### src/rtl/core/qsfe_pkg.sv
// Shared types, codes and saturating fixed-point helpers for the quadratic spline block.
package qsfe_pkg;

  localparam int MAX_NODES_DEF = 256;
  localparam int PORT_FRAC_DEF = 16;
  localparam int CFG_W         = 9;

  typedef logic signed [63:0] fx_t;

  localparam fx_t FX_MAX   = 64'sh7FFF_FFFF_FFFF_FFFF;
  localparam fx_t FX_MIN   = -64'sh7FFF_FFFF_FFFF_FFFF - 64'sd1;
  localparam fx_t FX32_MAX = 64'sd2147483647;
  localparam fx_t FX32_MIN = -64'sd2147483648;

  localparam logic [1:0] MODE_LOAD  = 2'd0;
  localparam logic [1:0] MODE_BUILD = 2'd1;
  localparam logic [1:0] MODE_EVAL  = 2'd2;

  localparam logic [1:0] STATUS_OK      = 2'd0;
  localparam logic [1:0] STATUS_FEW     = 2'd1;
  localparam logic [1:0] STATUS_DIV0    = 2'd2;
  localparam logic [1:0] STATUS_UNBUILT = 2'd3;

  typedef struct packed {
    logic [1:0]         mode;
    logic [7:0]         node_index;
    logic signed [31:0] node_pos;
    logic signed [31:0] node_val;
    logic signed [31:0] query_pos;
  } in_item_t;

  typedef struct packed {
    logic signed [31:0] value;
    logic [1:0]         status;
  } out_item_t;

  typedef struct packed {
    logic mul_go;
    logic div_go;
    fx_t  op_a;
    fx_t  op_b;
  } arith_req_t;

  typedef struct packed {
    logic done;
    logic div_zero;
    fx_t  result;
  } arith_rsp_t;

  function automatic fx_t sat_add(input fx_t a, input fx_t b);
    fx_t r;
    r = a + b;
    if ((a[63] == b[63]) && (r[63] != a[63])) return a[63] ? FX_MIN : FX_MAX;
    return r;
  endfunction

  function automatic fx_t sat_sub(input fx_t a, input fx_t b);
    fx_t r;
    r = a - b;
    if ((a[63] != b[63]) && (r[63] != a[63])) return a[63] ? FX_MIN : FX_MAX;
    return r;
  endfunction

  function automatic fx_t sat_neg(input fx_t a);
    return (a == FX_MIN) ? FX_MAX : -a;
  endfunction

  function automatic logic [63:0] magnitude(input fx_t a);
    return a[63] ? (64'd0 - 64'(a)) : 64'(a);
  endfunction

  // Puts the sign back on an unsigned magnitude and saturates.
  function automatic fx_t apply_sign(input logic [63:0] q, input logic neg, input logic ovf);
    if (neg) begin
      if (ovf || (q > 64'h8000_0000_0000_0000)) return FX_MIN;
      return fx_t'(64'd0 - q);
    end
    if (ovf || q[63]) return FX_MAX;
    return fx_t'(q);
  endfunction

endpackage

### src/rtl/core/qsfe_arith.sv
// Shared multi-cycle Q32.32 multiplier and restoring divider for the spline block.
module qsfe_arith (
  input  logic                 clk,
  input  logic                 rst,
  input  qsfe_pkg::arith_req_t req,
  output qsfe_pkg::arith_rsp_t rsp
);
  import qsfe_pkg::*;

  logic [63:0]  ua, ub;
  logic         sneg;
  logic         mbusy, dbusy, dfin;
  logic [2:0]   mcnt;
  logic [6:0]   dcnt;
  logic [63:0]  pp;
  logic [1:0]   psh;
  logic [127:0] acc;
  logic [95:0]  dvd;
  logic [64:0]  rem;
  logic [63:0]  dq;
  logic         dovf;
  logic         done_r, zero_r;
  fx_t          result;

  logic [31:0]  ma, mb;
  logic [1:0]   sh_sel;
  logic [63:0]  mprod;
  logic [127:0] pp_ext;
  logic [64:0]  remsh;
  logic         ge;

  // The four 32x32 partial products, one per cycle.
  always_comb begin
    case (mcnt)
      3'd0: begin
        ma = ua[31:0];  mb = ub[31:0];  sh_sel = 2'd0;
      end
      3'd1: begin
        ma = ua[31:0];  mb = ub[63:32]; sh_sel = 2'd1;
      end
      3'd2: begin
        ma = ua[63:32]; mb = ub[31:0];  sh_sel = 2'd1;
      end
      default: begin
        ma = ua[63:32]; mb = ub[63:32]; sh_sel = 2'd2;
      end
    endcase
    mprod = 64'(ma) * 64'(mb);
    case (psh)
      2'd0:    pp_ext = {64'd0, pp};
      2'd1:    pp_ext = {32'd0, pp, 32'd0};
      default: pp_ext = {pp, 64'd0};
    endcase
    remsh = {rem[63:0], dvd[95]};
    ge    = remsh >= {1'b0, ub};
  end

  always_ff @(posedge clk) begin
    if (rst) begin
      mbusy  <= 1'b0;
      dbusy  <= 1'b0;
      dfin   <= 1'b0;
      done_r <= 1'b0;
      zero_r <= 1'b0;
      mcnt   <= '0;
      dcnt   <= '0;
    end else begin
      done_r <= 1'b0;
      zero_r <= 1'b0;
      if (req.mul_go) begin
        ua    <= magnitude(req.op_a);
        ub    <= magnitude(req.op_b);
        sneg  <= req.op_a[63] ^ req.op_b[63];
        acc   <= '0;
        mcnt  <= '0;
        mbusy <= 1'b1;
      end else if (mbusy) begin
        if (mcnt <= 3'd3) begin
          pp  <= mprod;
          psh <= sh_sel;
        end
        if ((mcnt != 3'd0) && (mcnt <= 3'd4)) acc <= acc + pp_ext;
        if (mcnt == 3'd5) begin
          result <= apply_sign(acc[95:32], sneg, |acc[127:96]);
          done_r <= 1'b1;
          mbusy  <= 1'b0;
        end
        mcnt <= mcnt + 3'd1;
      end
      if (req.div_go) begin
        if (req.op_b == '0) begin
          result <= '0;
          done_r <= 1'b1;
          zero_r <= 1'b1;
        end else begin
          dvd   <= {magnitude(req.op_a), 32'd0};
          ub    <= magnitude(req.op_b);
          sneg  <= req.op_a[63] ^ req.op_b[63];
          rem   <= '0;
          dq    <= '0;
          dovf  <= 1'b0;
          dcnt  <= '0;
          dbusy <= 1'b1;
        end
      end else if (dbusy) begin
        if (dq[63]) dovf <= 1'b1;
        if (ge) begin
          rem <= remsh - {1'b0, ub};
          dq  <= {dq[62:0], 1'b1};
        end else begin
          rem <= remsh;
          dq  <= {dq[62:0], 1'b0};
        end
        dvd  <= {dvd[94:0], 1'b0};
        dcnt <= dcnt + 7'd1;
        if (dcnt == 7'd95) begin
          dbusy <= 1'b0;
          dfin  <= 1'b1;
        end
      end else if (dfin) begin
        result <= apply_sign(dq, sneg, dovf);
        done_r <= 1'b1;
        dfin   <= 1'b0;
      end
    end
  end

  assign rsp = '{done: done_r, div_zero: zero_r, result: result};

endmodule

### config.mk
export PLATFORM = sky130hd
export DESIGN_NAME = qsfe_arith
export DESIGN_NICKNAME = d
export VERILOG_FILES = /design/src/rtl/core/qsfe_pkg.sv /design/src/rtl/core/qsfe_arith.sv
export SDC_FILE = /design/constraint.sdc
export NUM_CORES = 2
export LEC_CHECK = 0
export CAP_MARGIN = 20
export CELL_PAD_IN_SITES_DETAIL_PLACEMENT = 1
export CELL_PAD_IN_SITES_GLOBAL_PLACEMENT = 2
export CORE_MARGIN = 2
export CORE_UTILIZATION = 42
export CTS_CLUSTER_SIZE = 40
export DETAILED_ROUTE_END_ITERATION = 7
export DONT_BUFFER_PORTS = 1
export PLACE_DENSITY_LB_ADDON = 0.15
export REMOVE_ABC_BUFFERS = 1
export SYNTH_ARGS = -nofsm -noshare
export SYNTH_HDL_FRONTEND = slang
export SYNTH_SLANG_ARGS = --single-unit
### constraint.sdc
create_clock -name clk -period 11.32 [get_ports clk]
set_input_delay 0 -clock clk [delete_from_list [all_inputs] [get_ports clk]]
set_output_delay 0 -clock clk [all_outputs]
set_load 0.01 [all_outputs]
# Word level (Yosys, flattened, before mapping)
# Index checks and enable logic that the tools add are counted.
# word_totals
word_cells,170
output_inout_bits,66
inputBits,132
register_bits,627
# classes
eq_ne,7
order_cmp,5
addsub,8
n_bitwise,4
n_reduce_logical,26
n_mul,1
mux,101
# op_table
operator,n
two-way mux 64 bit,31
two-way mux 96 bit,3
two-way mux 128 bit,2
one-hot mux 128 bit (2 select lines),1
"subtractor 1 x 64 -> 64 bit, first input constant",4
adder 128 bit,1
"> comparator 64 bit, second input constant",2
>= comparator 65 x 64 -> 1 bit,1
zero test 64 bit,1
multiplier 32 x 32 -> 64 bit,1
two-way mux 32 bit,2
subtractor 64 bit,1
two-way mux 1 bit,58
OR reduction 32 bit,1
two-way mux 7 bit,3
OR reduction 2 bit,5
AND reduction 4 bit,2
nonzero test 2 bit,4
"adder 7 x 1 -> 7 bit, second input constant",1
"== test 7 bit, second input constant",1
AND reduction 2 bit,3
AND reduction 3 bit,2
logical OR 1 bit,4
one-hot mux 2 bit (2 select lines),1
other kinds (15),17

# Depth between registers and ports, before layout
# depth
word_depth,19
ltp_mapped,37
depth_no_buf,33

# Worst setup path before layout
# No wires, ideal clock.
# synth_path
path_type,input to register
startpoint,input req[0] (netlist bit)
endpoint,"register dovf, enable pin"
arrival_time_ps,9982
n_path_buf,0
setup_time_ps,318
cell_stages,12
setup_slack_ps,1020
t_required_ps,11002
cell_sequence,inv_1 -> ha_1 -> nand2_1 -> nor3_1 -> nand4_1 -> nand2b_1 -> nand3b_1 -> nor3_1 -> nand2_1 -> o21ai_0 -> nor2_1 -> o21a_1
# synth_between
elab_chain_len,3
# synth_lines
item,line,rtl
start: declaration,qsfe_arith.sv:5,"input qsfe_pkg::arith_req_t req,"
zero test 64 bit,qsfe_arith.sv:91,if (req.op_b == '0) begin
!= test 2 bit (no line),n/a,
AND reduction 4 bit (no line),n/a,
end signal: assignment,qsfe_arith.sv:101,dovf <= 1'b0;
end signal: assignment,qsfe_arith.sv:106,if (dq[63]) dovf <= 1'b1;
end: declaration,qsfe_arith.sv:21,logic dovf;
# Every way passes these cells.
# A chain may end at the register's enable or synchronous reset.

# Final worst setup path
# layout_path
startpoint,register mcnt[0]
endpoint,register pp[62] (data pin)
# layout_between
elab_chain_len,4
elab_cells_between_ends,8
classes_between,mul (1); eq/ne (2); mux (2); reduce/logical (3)
# layout_lines
item,line,rtl
start: declaration,qsfe_arith.sv:13,logic [2:0] mcnt;
start signal: assignment,qsfe_arith.sv:88,mcnt <= mcnt + 3'd1;
"== test 3 x 1 -> 1 bit, or another cell as far along",qsfe_arith.sv:34,case (mcnt)
OR reduction 2 bit (no line),n/a,
two-way mux 32 bit,qsfe_arith.sv:34,
multiplier 32 x 32 -> 64 bit (*),qsfe_arith.sv:48,mprod = 64'(ma) * 64'(mb);
via mprod[62],qsfe_arith.sv:27,logic [63:0] mprod;
end signal: assignment,qsfe_arith.sv:79,pp <= mprod;
end: declaration,qsfe_arith.sv:15,logic [63:0] pp;
# The timed path passes the listed nets; every way through them passes the cells marked *.

==> reports/metrics.yaml <==
outcome: "finished clean"
ant_nets: 0
num_rows: 155
max_cap_violations: 0
pre_cts_ws_ns: 0.630
yosysWarningCount: 0
num-fill-cells: 20600
post-route-util_pct: 46.9
gp_congestion: 0.953
die_h_um: 427
start_kind: "register"
cp_max_fo: 54
critPathArrivalTime_ns: 11.31
detail_route.wl_per_cell_um: 27.7
clockBufferDepth: 3
grt_pass1_vias: 69100
overflow: 0
slew_violations: 0
synthArstFlopShare_pct: 0
hold_violations: 0
seq_area_frac_synth_pct: 23.6
hold_path.class: "in -> reg"
syn_inst: 8586
h-tree-depth: 3
grt_max_degree: 218
setup_viol: 0
cts_tree: "built"
cts_root_buf: "clkbuf_16"
hpwl_um: 239000
vias_per_cell: 5.90
cts_resized: 0
r2r_cells: 33
synth.distinct_cells: 93
drtPass1Iterations: 5
worst-setup-path-type: "reg -> reg"
synth-edff-count: 580
cp_slowest_cell: "mux2i_2"
drtIter0Drc: 5098
fmax_ghz: 0.0924
area_delta_synth_final_pct: 11.2
ys_ff_latch: 595
worst_pin_slew_ns: 1.13
end_kind: "register"
drc_errors: 0
route.final.wire_length_um: 307000
holdPathStages: 4
n_antenna_cell: 0
cts.reportedPaths.clkPinSlew_ns: 0.06
ys.flop_type: "edfxtp_1"
cpPeakStageDelay_ns: 0.85
cts_sinks: 595
fin_crit_sh_pct: 95.6
crit_top_cell: "fa_1"
port_buffers: 0
grt_pass1_wl_um: 458000
grt.total_usage_pct: 33.6
regArea_mm2: 0.0177
worst_slack_ns: 0.494
clock_latency_ns: 0.75
die_area_mm2: 0.182
drive_gt1_share_pct: 5.70
vias: 65400
slew_headroom_pct: 23.0
synth_area_mm2: 0.0752
boundaryPins: 198
start_util_pct: 42.2
postCtsSetupBuffers: 0
fp.dieW_um: 427
syn_area_per_cell_um2: 8.76
num-nets-final: 10200
multi_input_comb_area_mm2: 0.0524
layout_min_cycle_time_ns: 10.83
worstPathRequired_ns: 11.80
skew_ns: 0.0621
cts-buffers-inserted: 78
rsz0062_at_grt: "no"
core_mm2: 0.178
antenna_found_initial: 10
through the flow:
| step | instance area (um2) | setup TNS (ns) | hold slack, ns | cells |
|---|---|---|---|---|
| finish | 83600 | 0 | 0.0631 | 11100 |
| global placement | 78400 | 0 | 0.0768 | 10700 |
| CTS | 83600 | 0 | 0.00698 | 11100 |
| detailed placement | 78400 | 0 | 0.0804 | 10700 |
| floorplan | 73600 | -57.66 | 0.0694 | 8155 |
| global route | 83600 | 0 | 0.0753 | 11100 |
critical path, delay by kind of cell, from the launching register on:
family,cells,cell delay [ns]
xor gates and xnor gates,1,0.16
AOI/OAI and AO/OA,11,2.84
DFF,1,0.42
buffers and inverters,7,1.04
muxes,1,0.85
and+or+nand+nor,2,0.25
adders and majority gates,11,4.76
synth_stat cells (all sizes together), types with 8 or more instances:
master / count / share of area (%)
buf: 35 / 0.20
a21o: 157 / 1.6
nor2: 1227 / 6.1
edfxtp: 580 / 23
a22o: 36 / 0.42
nor3b: 10 / 0.11
o211ai: 19 / 0.19
nor3: 167 / 1.1
a211oi: 41 / 0.41
a21boi: 14 / 0.14
o22ai: 9 / 0.075
fa: 898 / 24
nand4: 90 / 0.75
nor2b: 102 / 0.85
xnor2: 256 / 3.0
mux2: 52 / 0.78
o41ai: 21 / 0.24
o31ai: 79 / 0.79
o21bai: 75 / 0.75
nor4: 60 / 0.54
nand2: 965 / 4.8
o21ai: 416 / 2.8
or4: 38 / 0.40
dfxtp: 15 / 0.40
and3: 34 / 0.28
a31oi: 58 / 0.48
nand3: 90 / 0.60
a222oi: 9 / 0.12
ha: 465 / 7.7
nand2b: 42 / 0.35
inv: 1048 / 5.2
o21a: 40 / 0.40
o311ai: 8 / 0.093
or3: 66 / 0.56
or2: 23 / 0.19
mux2i: 103 / 1.4
clkbuf: 396 / 2.0
and2: 81 / 0.67
a221oi: 60 / 0.70
a21oi: 495 / 3.3
xor2: 97 / 1.1
layout by cell type, fill, tap and decap left out, types with 41 or more instances in the layout:
master and instances:
a211oi_1 41, nor3_1 165, dlygate4sd3_1 245, fa_1 898
clkbuf_16 78, o21bai_1 75, a21o_1 156, mux2_2 51
o31ai_1 79, mux2i_1 45, or3_1 64, nand2_1 964
o21ai_1 52, nor2b_1 100, o21ai_0 354, a221oi_1 60
inv_1 1046, xnor2_1 256, nand2b_1 41, a31oi_1 58
ha_1 465, a21oi_1 489, nor2_1 1219, nand4_1 90
buf_4 178, nand3_1 90, edfxtp_1 580, mux2i_2 46
and2_1 81, xor2_1 97, nor4_1 56
repair_timing:
action | 4_1_cts | 5_1_grt
setup endpoints to repair | 0 | 0
hold buffers | 248 | 0
hold endpoints to repair | 764 | 0
final timing paths:
path / startpoint / end / slack [ns]
max reg2reg: mcnt[0] / pp[62] / 0.49
max: mcnt[0] / pp[62] / 0.49
min reg2reg: dfin / dfin / 0.51
min: req[65] / ua[6] / 0.06
flip-flops by register name, summed over array words and instances, names as in the netlist:
name	flops
dcnt	7
ua	64
mbusy	1
dq	64
ub	64
mcnt	3
dfin	1
dbusy	1
done_r	1
acc	128
sneg	1
rem	64
psh	2
result	64
dovf	1
dvd	64
pp	64
zero_r	1
metal layers:
metal | vias up | GRT usage, % | share of wire (%)
met2 | 2081 | 54.8 | 46
met1 | 33800 | 44.7 | 43
met4 | 4 | 14.3 | 5.0
li1 | 28900 | - | -
met3 | 564 | 4.85 | 6.0
met5 | - | 0 | 0.0081
cells by family (layout without fill, tap and decap cells):
group	after synthesis	after routing	share of synthesized area [%]
xor+xnor	353	353	4.11
fa+ha+maj	1363	1363	31.6
simple gates	3019	3019	17.7
compound gates	1619	1619	13.5
mux	155	155	2.15
flops	595	595	23.6
buf+inv	1482	1626	7.42
area by class of cell:
class                      count  share of cell area, %
clock buffer                  95                   2.45
clock inverter                47                  0.742
inverter                    1051                   4.72
multi-input combinational   6509                   62.6
sequential                   595                   21.2
tap                         2355                   3.52
timing repair buffer         433                   4.75
Power is left out: the tool's default activity adds up to more than one toggle a clock period on the data nets, which glitch-free logic cannot reach.
